<file path="src/sv/tmg_pkg.sv">
// shared types and constants for the two-run merge
package tmg_pkg;

  localparam int RUN_DEPTH    = 32;
  localparam int ELEMENT_BITS = 32;
  localparam int VALUE_BITS   = 32;
  localparam int CNT_W        = $clog2(RUN_DEPTH + 1);
  localparam int PTR_W        = (RUN_DEPTH > 1) ? $clog2(RUN_DEPTH) : 1;

  typedef logic signed [ELEMENT_BITS-1:0] elem_t;

  typedef struct packed {
    logic                         run_select;
    logic signed [VALUE_BITS-1:0] value;
    logic                         last_of_run;
  } in_item_t;

  typedef struct packed {
    logic signed [VALUE_BITS-1:0] merged_value;
    logic                         last_merged;
    logic                         overflow;
  } out_item_t;

  // classified element handed from front to back
  typedef struct packed {
    logic  run_b;
    elem_t elem;
    logic  last;
  } cls_item_t;

endpackage

</file>
<file path="src/sv/tmg_front.sv">
// front end: accepts input transactions, classifies them, buffers two
module tmg_front
  import tmg_pkg::*;
(
  input  logic      clk,
  input  logic      rst_n,
  input  logic      in_push,
  output logic      in_full,
  input  in_item_t  in_data,
  output logic      cls_valid,
  output cls_item_t cls_data,
  input  logic      cls_take
);

  cls_item_t  buf_r [2];
  logic       wr_ptr_r, wr_ptr_nxt;
  logic       rd_ptr_r, rd_ptr_nxt;
  logic [1:0] cnt_r, cnt_nxt;
  logic       do_push, do_pop;
  cls_item_t  cls_in;

  // trim value to element width and tag its run
  always_comb begin
    cls_in.run_b = in_data.run_select;
    cls_in.elem  = in_data.value[ELEMENT_BITS-1:0];
    cls_in.last  = in_data.last_of_run;
  end

  assign in_full   = (cnt_r == 2'd2);
  assign cls_valid = (cnt_r != 2'd0);
  assign cls_data  = buf_r[rd_ptr_r];
  assign do_push   = in_push && !in_full;
  assign do_pop    = cls_take && cls_valid;

  // pointer and fill level update
  always_comb begin
    wr_ptr_nxt = do_push ? ~wr_ptr_r : wr_ptr_r;
    rd_ptr_nxt = do_pop ? ~rd_ptr_r : rd_ptr_r;
    cnt_nxt    = cnt_r + {1'b0, do_push} - {1'b0, do_pop};
  end

  always_ff @(posedge clk) begin
    if (!rst_n) begin
      wr_ptr_r <= 1'b0;
      rd_ptr_r <= 1'b0;
      cnt_r    <= 2'd0;
    end else begin
      wr_ptr_r <= wr_ptr_nxt;
      rd_ptr_r <= rd_ptr_nxt;
      cnt_r    <= cnt_nxt;
    end
  end

  // payload storage
  always_ff @(posedge clk) begin
    if (do_push) begin
      buf_r[wr_ptr_r] <= cls_in;
    end
  end

endmodule

</file>
<file path="src/sv/tmg_runq.sv">
// one run queue: memory plus registered head element
module tmg_runq
  import tmg_pkg::*;
(
  input  logic             clk,
  input  logic             rst_n,
  input  logic             push,
  input  logic             pop,
  input  elem_t            din,
  output elem_t            head,
  output logic [CNT_W-1:0] count
);

  elem_t            mem [RUN_DEPTH];
  elem_t            head_r;
  logic [CNT_W-1:0] cnt_r, cnt_nxt;
  logic [PTR_W-1:0] wr_ptr_r, wr_ptr_nxt;
  logic [PTR_W-1:0] rd_ptr_r, rd_ptr_nxt;
  logic             to_head, mem_we, mem_re;

  function automatic logic [PTR_W-1:0] ptr_inc(input logic [PTR_W-1:0] p);
    ptr_inc = (p == PTR_W'(RUN_DEPTH - 1)) ? '0 : p + PTR_W'(1);
  endfunction

  assign head  = head_r;
  assign count = cnt_r;

  // push into head register when empty, else into memory
  always_comb begin
    to_head    = push && (cnt_r == '0);
    mem_we     = push && (cnt_r != '0);
    mem_re     = pop && (cnt_r > CNT_W'(1));
    wr_ptr_nxt = mem_we ? ptr_inc(wr_ptr_r) : wr_ptr_r;
    rd_ptr_nxt = mem_re ? ptr_inc(rd_ptr_r) : rd_ptr_r;
    cnt_nxt    = cnt_r;
    if (push) begin
      cnt_nxt = cnt_r + CNT_W'(1);
    end else if (pop) begin
      cnt_nxt = cnt_r - CNT_W'(1);
    end
  end

  always_ff @(posedge clk) begin
    if (!rst_n) begin
      cnt_r    <= '0;
      wr_ptr_r <= '0;
      rd_ptr_r <= '0;
    end else begin
      cnt_r    <= cnt_nxt;
      wr_ptr_r <= wr_ptr_nxt;
      rd_ptr_r <= rd_ptr_nxt;
    end
  end

  // memory write and registered read into the head
  always_ff @(posedge clk) begin
    if (mem_we) begin
      mem[wr_ptr_r] <= din;
    end
    if (to_head) begin
      head_r <= din;
    end else if (mem_re) begin
      head_r <= mem[rd_ptr_r];
    end
  end

endmodule

</file>
<file path="src/sv/tmg_merge.sv">
// back end: applies items to the run queues, merges heads, buffers results
module tmg_merge
  import tmg_pkg::*;
(
  input  logic      clk,
  input  logic      rst_n,
  input  logic      cfg_we,
  input  logic      cfg_wdata,
  input  logic      cls_valid,
  input  cls_item_t cls_data,
  output logic      cls_take,
  output logic      out_empty,
  input  logic      out_pop,
  output out_item_t out_data
);

  logic             desc_r;
  logic             ended_a_r, ended_a_nxt;
  logic             ended_b_r, ended_b_nxt;
  logic             dropped_r, dropped_nxt;
  elem_t            head_a, head_b;
  logic [CNT_W-1:0] cnt_a, cnt_b;
  logic             push_a, push_b, pop_a, pop_b;
  logic             has_a, has_b, a_first, can_emit, emit, fin;
  logic             q_ended, q_full;
  out_item_t        res;

  out_item_t        oq_r [2];
  logic             oq_wr_r, oq_rd_r;
  logic [1:0]       oq_cnt_r;
  logic             oq_full, oq_pop;

  tmg_runq u_qa (
    .clk   (clk),
    .rst_n (rst_n),
    .push  (push_a),
    .pop   (pop_a),
    .din   (cls_data.elem),
    .head  (head_a),
    .count (cnt_a)
  );

  tmg_runq u_qb (
    .clk   (clk),
    .rst_n (rst_n),
    .push  (push_b),
    .pop   (pop_b),
    .din   (cls_data.elem),
    .head  (head_b),
    .count (cnt_b)
  );

  assign has_a   = (cnt_a != '0);
  assign has_b   = (cnt_b != '0);
  assign oq_full = (oq_cnt_r == 2'd2);

  // ordering of the two heads, ties go to run b
  assign a_first = desc_r ? (head_a > head_b) : (head_a < head_b);

  // pick a source, emit one result, or else apply the next item
  always_comb begin
    pop_a       = 1'b0;
    pop_b       = 1'b0;
    push_a      = 1'b0;
    push_b      = 1'b0;
    cls_take    = 1'b0;
    fin         = 1'b0;
    ended_a_nxt = ended_a_r;
    ended_b_nxt = ended_b_r;
    dropped_nxt = dropped_r;
    can_emit    = (has_a && has_b) || (has_a && ended_b_r) || (has_b && ended_a_r);
    emit        = can_emit && !oq_full;
    q_ended     = cls_data.run_b ? ended_b_r : ended_a_r;
    q_full      = cls_data.run_b ? (cnt_b >= CNT_W'(RUN_DEPTH))
                                 : (cnt_a >= CNT_W'(RUN_DEPTH));
    if (has_a && has_b) begin
      pop_a = a_first;
      pop_b = !a_first;
    end else if (has_a) begin
      pop_a = 1'b1;
    end else begin
      pop_b = 1'b1;
    end
    pop_a = pop_a && emit;
    pop_b = pop_b && emit;
    fin   = emit && ended_a_r && ended_b_r &&
            ((pop_a && cnt_a == CNT_W'(1) && !has_b) ||
             (pop_b && cnt_b == CNT_W'(1) && !has_a));
    res.merged_value = VALUE_BITS'($unsigned(pop_a ? head_a : head_b));
    res.last_merged  = fin;
    res.overflow     = dropped_r;
    if (fin) begin
      ended_a_nxt = 1'b0;
      ended_b_nxt = 1'b0;
      dropped_nxt = 1'b0;
    end
    if (!can_emit && cls_valid) begin
      cls_take = 1'b1;
      if (q_ended || q_full) begin
        dropped_nxt = 1'b1;
      end else begin
        push_a = !cls_data.run_b;
        push_b = cls_data.run_b;
      end
      if (cls_data.last) begin
        if (cls_data.run_b) begin
          ended_b_nxt = 1'b1;
        end else begin
          ended_a_nxt = 1'b1;
        end
      end
    end
  end

  always_ff @(posedge clk) begin
    if (!rst_n) begin
      desc_r    <= 1'b0;
      ended_a_r <= 1'b0;
      ended_b_r <= 1'b0;
      dropped_r <= 1'b0;
    end else begin
      if (cfg_we) begin
        desc_r <= cfg_wdata;
      end
      ended_a_r <= ended_a_nxt;
      ended_b_r <= ended_b_nxt;
      dropped_r <= dropped_nxt;
    end
  end

  // two-entry result queue
  assign out_empty = (oq_cnt_r == 2'd0);
  assign out_data  = oq_r[oq_rd_r];
  assign oq_pop    = out_pop && !out_empty;

  always_ff @(posedge clk) begin
    if (!rst_n) begin
      oq_wr_r  <= 1'b0;
      oq_rd_r  <= 1'b0;
      oq_cnt_r <= 2'd0;
    end else begin
      if (emit) begin
        oq_wr_r <= ~oq_wr_r;
      end
      if (oq_pop) begin
        oq_rd_r <= ~oq_rd_r;
      end
      oq_cnt_r <= oq_cnt_r + {1'b0, emit} - {1'b0, oq_pop};
    end
  end

  always_ff @(posedge clk) begin
    if (emit) begin
      oq_r[oq_wr_r] <= res;
    end
  end

endmodule

</file>
<file path="src/sv/two_run_merge_core.sv">
// top level of the two-run merge
//
//   port group   direction  handshake           payload
//   in_*         input      in_push / in_full   in_data  (in_item_t)
//   out_*        output     out_pop / out_empty out_data (out_item_t)
//   cfg_*        input      cfg_we              cfg_wdata (descending)
//
// the back end applies one input item to its run queue or emits one merged
// result at a time; it takes no new item while a result can be emitted.
// a two-entry input buffer and a two-entry result queue let each side stall.
// rst_n is synchronous; it clears queue fill levels, run-end flags and the
// drop flag, and sets the order to ascending. no clearing pass is needed.
module two_run_merge_core
  import tmg_pkg::*;
(
  input  logic      clk,
  input  logic      rst_n,
  input  logic      in_push,
  output logic      in_full,
  input  in_item_t  in_data,
  output logic      out_empty,
  input  logic      out_pop,
  output out_item_t out_data,
  input  logic      cfg_we,
  input  logic      cfg_wdata
);

  logic      cls_valid;
  logic      cls_take;
  cls_item_t cls_data;

  tmg_front u_front (
    .clk       (clk),
    .rst_n     (rst_n),
    .in_push   (in_push),
    .in_full   (in_full),
    .in_data   (in_data),
    .cls_valid (cls_valid),
    .cls_data  (cls_data),
    .cls_take  (cls_take)
  );

  tmg_merge u_merge (
    .clk       (clk),
    .rst_n     (rst_n),
    .cfg_we    (cfg_we),
    .cfg_wdata (cfg_wdata),
    .cls_valid (cls_valid),
    .cls_data  (cls_data),
    .cls_take  (cls_take),
    .out_empty (out_empty),
    .out_pop   (out_pop),
    .out_data  (out_data)
  );

endmodule
</file>
<file path="config.mk">
export PLATFORM = sky130hd
export DESIGN_NAME = two_run_merge_core
export DESIGN_NICKNAME = d
export VERILOG_FILES = /design/src/sv/tmg_pkg.sv /design/src/sv/tmg_front.sv /design/src/sv/tmg_runq.sv /design/src/sv/tmg_merge.sv /design/src/sv/two_run_merge_core.sv
export SDC_FILE = /design/constraint.sdc
export NUM_CORES = 2
export LEC_CHECK = 0
export ABC_AREA = 1
export BUFFER_PORTS_ARGS = -buffer_cell sky130_fd_sc_hd__buf_2
export CORE_MARGIN = 5
export CORE_UTILIZATION = 50
export CTS_CLUSTER_DIAMETER = 40
export DETAILED_ROUTE_END_ITERATION = 16
export PLACE_DENSITY_LB_ADDON = 0.12
export SKIP_CTS_REPAIR_TIMING = 1
export SLEW_MARGIN = 20
export SYNTH_ARGS = -nofsm -noshare
export SYNTH_HDL_FRONTEND = slang
export SYNTH_HIERARCHICAL = 1
export SYNTH_SLANG_ARGS = --single-unit
</file>
<file path="constraint.sdc">
create_clock -name clk -period 5.25 [get_ports clk]
set_clock_uncertainty 0.2 [all_clocks]
set_input_delay 0.525 -clock clk [delete_from_list [all_inputs] [get_ports clk]]
set_output_delay 0.525 -clock clk [all_outputs]
set_load 0.02 [all_outputs]
</file>
==> key figures <==
Outcome
  • Status: finished, final reports clean

Synth
  • Syn Nets: 8033
  • Synth Area in Adders: 0.765%
  • Most instantiated cells after synthesis: 2871 x nand2_1, 2248 x edfxtp_1, 1755 x nand3_1, 235 x buf_2
  • Post-synth top area share: 71.2%
  • Complex-gate fraction of the synthesized area: 0.463%
  • Mapped Cells: 7935
  • Xor/xnor share of the synthesized area: 0.00924%
  • Yosys Warn Count: 6
  • Post-synth EDFFs: 2248
  • Post-synthesis mux area share: 0.926%
  • Synth top area cells: edfxtp_1 71%, nand2_1 11%, nand3_1 9.3%
  • Main combinational cell family by area after synthesis: simple AND/OR/NAND/NOR gates
  • Mapped Avg Cell Area: 11.9 um2
  • Primary FF master, synth: edfxtp_1
  • Count leader, synth: nand2_1
  • Cell accounting for the most synthesized area: edfxtp_1
  • Synth async-reset ratio: 0%
  • Sequential area share after synthesis: 72.4%
  • Yosys reg bits: 2304
  • Distinct cell type count of the synthesized netlist: 40
  • Synthesized area: 0.0948 mm2
  • Simple-gate portion of the synthesized area: 21.7%

CTS
  • Root buffer cell: clkbuf_16
  • CTS Buffer Depth: 4
  • H-tree Lvls: 5
  • CTS tree: done
  • CTS sink cnt: 2304
  • Worst-path clk slew: 0.05 ns
  • Skew-Pair Late Insertion Delay: 0.93 ns
  • TritonCTS buffer count: 336

Hold path
  • Hold EP: u_front/cnt_r[0]
  • HP Start: rst_n
  • Hold Path Stages: 3
  • Hold crit path type: in2reg

Routing
  • DRT Wirelength: 281000 um
  • Vias: 62900
  • WL per Instance: 26.0 um
  • TritonRoute pass-1 iters: 6
  • Final ANT Viol Nets: 0
  • Via/cell ratio: 5.81
  • DRT iter0 DRCs: 6908
  • DRC Markers: 0

Run
  • Max cap viols: 0

Global routing
  • Vias in the first global route: 59200
  • Gr ovfl total: 0
  • Initial antenna violation count: 19
  • Pin count of the biggest net entering global routing: 214
  • Tot GR Track Use: 27.8%
  • Global-route wire length before repair: 406000 um

Worst setup path
  • Reg2Reg Setup Slack: 0.68 ns
  • CP cell instances: nor4_1 > nand2_1 > o21ai_1 > nand2_1 > nor2_1 > buf_4 > nand2_2 > inv_2 > nand2_1 > nor2_4 > buf_4
  • Max stage delay cell, worst path: nor2_4
  • CP Launch Type: flop
  • Critical Path RT: 5.67 ns
  • Kind of critical path: reg2reg
  • Family with the most delay on the worst path: simple AND/OR/NAND/NOR gates
  • Worst r2r dst: u_merge/u_qb/mem[30][6]
  • Buffers & Inverters on Critical Path: 3
  • Crit path DAT: 4.99 ns
  • Worst-path fanout max: 24
  • Setup crit end kind: flop
  • Most frequent CP cell: nand2_1
  • Reg2Reg Depth: 11
  • R2r startpoint: u_merge/u_qb/count[0]
  • Delay of the slowest cell on the worst path: 1.02 ns

Power and ir drop
  • Leakage power: 39.5 nW
  • Power Density: 530 mW/mm2
  • Peak VDD IR: 0.000613 V

Die
  • Starting Density: 50.4%
  • Die Y: 445 um
  • Core Footprint: 0.188 mm2
  • IO Count: 76
  • Die W: 445 um
  • Die area: 0.198 mm2
  • # rows: 159

Placement
  • DPL Wire Length: 155000 um
  • Placed cell area: 0.0971 mm2
  • IO buf count: 75
  • Routability Congestion: 0.924

Finish
  • Multi-input combinational cell area: 0.0232 mm2
  • Layout cell share with drive strength beyond 1: 11.4%
  • Fill cells: 15200
  • Nets: 8169
  • Post-route cell area: 0.109 mm2
  • Area grow syn2layout: 14.9%
  • Register area: 0.0687 mm2

STA
  • Tcrit/Tclk final: 87.1%
  • Crit path time final: 4.57 ns
  • Slew Limit Headroom: 22.1%
  • Final setup vio count: 0
  • Post-Route Setup TNS: 0 ns
  • F_max: 219 MHz
  • RSZ-0062 raised after global routing: no
  • Fin. Hold Viols: 0
  • Fin. max-slew vios: 0
  • Actual slew at the worst max-slew pin: 1.17 ns
==> cell type report <==
type,count,share of cell area [%]
Antenna cell,12,0.0276
Clock buffer,366,7.96
Clock inverter,231,2.33
Inverter,118,0.458
Multi-Input combinational cell,5041,21.3
Sequential cell,2304,63.0
Tap cell,2495,2.87
Timing Repair Buffer,270,2.03
==> sequential cells by signal (all words and copies together) (netlist names), 5 cells and up, named ones only <==
register	count
u_merge/u_qa/head	32
u_merge/u_qb/mem	1024
u_merge/u_qb/wr_ptr_r	5
u_merge/u_qa/wr_ptr_r	5
u_front/buf_r	68
u_merge/u_qa/mem	1024
u_merge/u_qb/rd_ptr_r	5
u_merge/u_qa/count	6
u_merge/u_qb/count	6
u_merge/u_qa/rd_ptr_r	5
u_merge/oq_r	68
u_merge/u_qb/head	32
==> metrics by stage <==
stage / cells / utilization [%] / hold slack (ns) / total power, mW / setup slack (ns)
final: 10800 / 57.9 / 0.00785 / 57.7 / 0.679
after floorplan: 7935 / - / 0.225 / 30.4 / 0.797
after global placement: 10200 / 51.6 / 0.235 / 35.3 / 0.748
after detailed placement: 10200 / 51.6 / 0.237 / 35.5 / 0.772
after CTS: 10800 / 57.6 / -0.482 / 57.8 / 0.745
after global routing: 10800 / 57.8 / 0.0152 / 59.7 / 0.431
==> worst register-to-register path: stages, from the launching register on <==
cell     delay, ns
dfxtp_1       0.40
nor4_1        0.30
nand2_1       0.22
o21ai_1       0.32
nand2_1       0.15
nor2_1        0.13
buf_4         0.17
nand2_2       0.19
inv_2         0.17
nand2_1       0.66
nor2_4        1.03
buf_4         0.35
==> layer usage <==
layer | wire (um) | share of wire, % | vias to the layer above | GRT usage, %
met3 | 25700 | 9.1 | 542 | 5.25
met4 | 12300 | 4.4 | 2 | 11.7
met2 | 128000 | 46 | 3010 | 42.5
met5 | 13 | 0.0046 | - | 0
li1 | - | - | 28300 | -
met1 | 115000 | 41 | 31100 | 39.4
==> worst max-delay path by stage <==
stage,start,endpoint,slack [ns],cells after the start
6_report,u_merge/u_qb/count[0],u_merge/u_qb/mem[30][6],0.68,11
5_1_grt,u_merge/u_qb/count[0],u_merge/u_qa/mem[25][13],0.43,12
4_1_cts,u_merge/u_qb/count[0],u_merge/u_qb/mem[30][26],0.74,13
3_5_place_dp,u_merge/u_qb/count[0],u_merge/u_qb/mem[30][27],0.77,11
3_3_place_gp,u_merge/u_qb/count[0],u_merge/u_qb/mem[30][27],0.75,13
2_1_floorplan,u_merge/u_qb/count[0],u_merge/u_qa/mem[7][0],0.80,10
==> power by group <==
| group | internal (mW) | switching [mW] | total [mW] |
|---|---|---|---|
| clock | 14.0 | 8.36 | 22.4 |
| sequential | 23.1 | 0.440 | 23.6 |
| combinational | 2.46 | 9.35 | 11.8 |
==> cell usage in the layout (no fill, tap or decap), types with 45 or more instances in the layout <==
master     synthesis  layout
nand2_1         2871    2871
edfxtp_1        2248    2248
nand3_1         1755    1755
clkbuf_16          0     343
buf_4             20     136
inv_1            104     100
buf_2            235      75
nor2_1           122      63
nor2_4             0      60
ha_1              58      58
dfxtp_1           56      46
a21oi_1           45      45
==> cell families after synthesis <==
kind of cell,Yosys count
multiplexers,68
adder cells (fa/ha/maj),58
XOR/XNOR,1
AND/OR/NAND/NOR,4831
AO/OA/AOI/OAI,83
flip-flops,2304
buffers and inverters,590
Note: power is estimated with default switching activity, not from simulation.
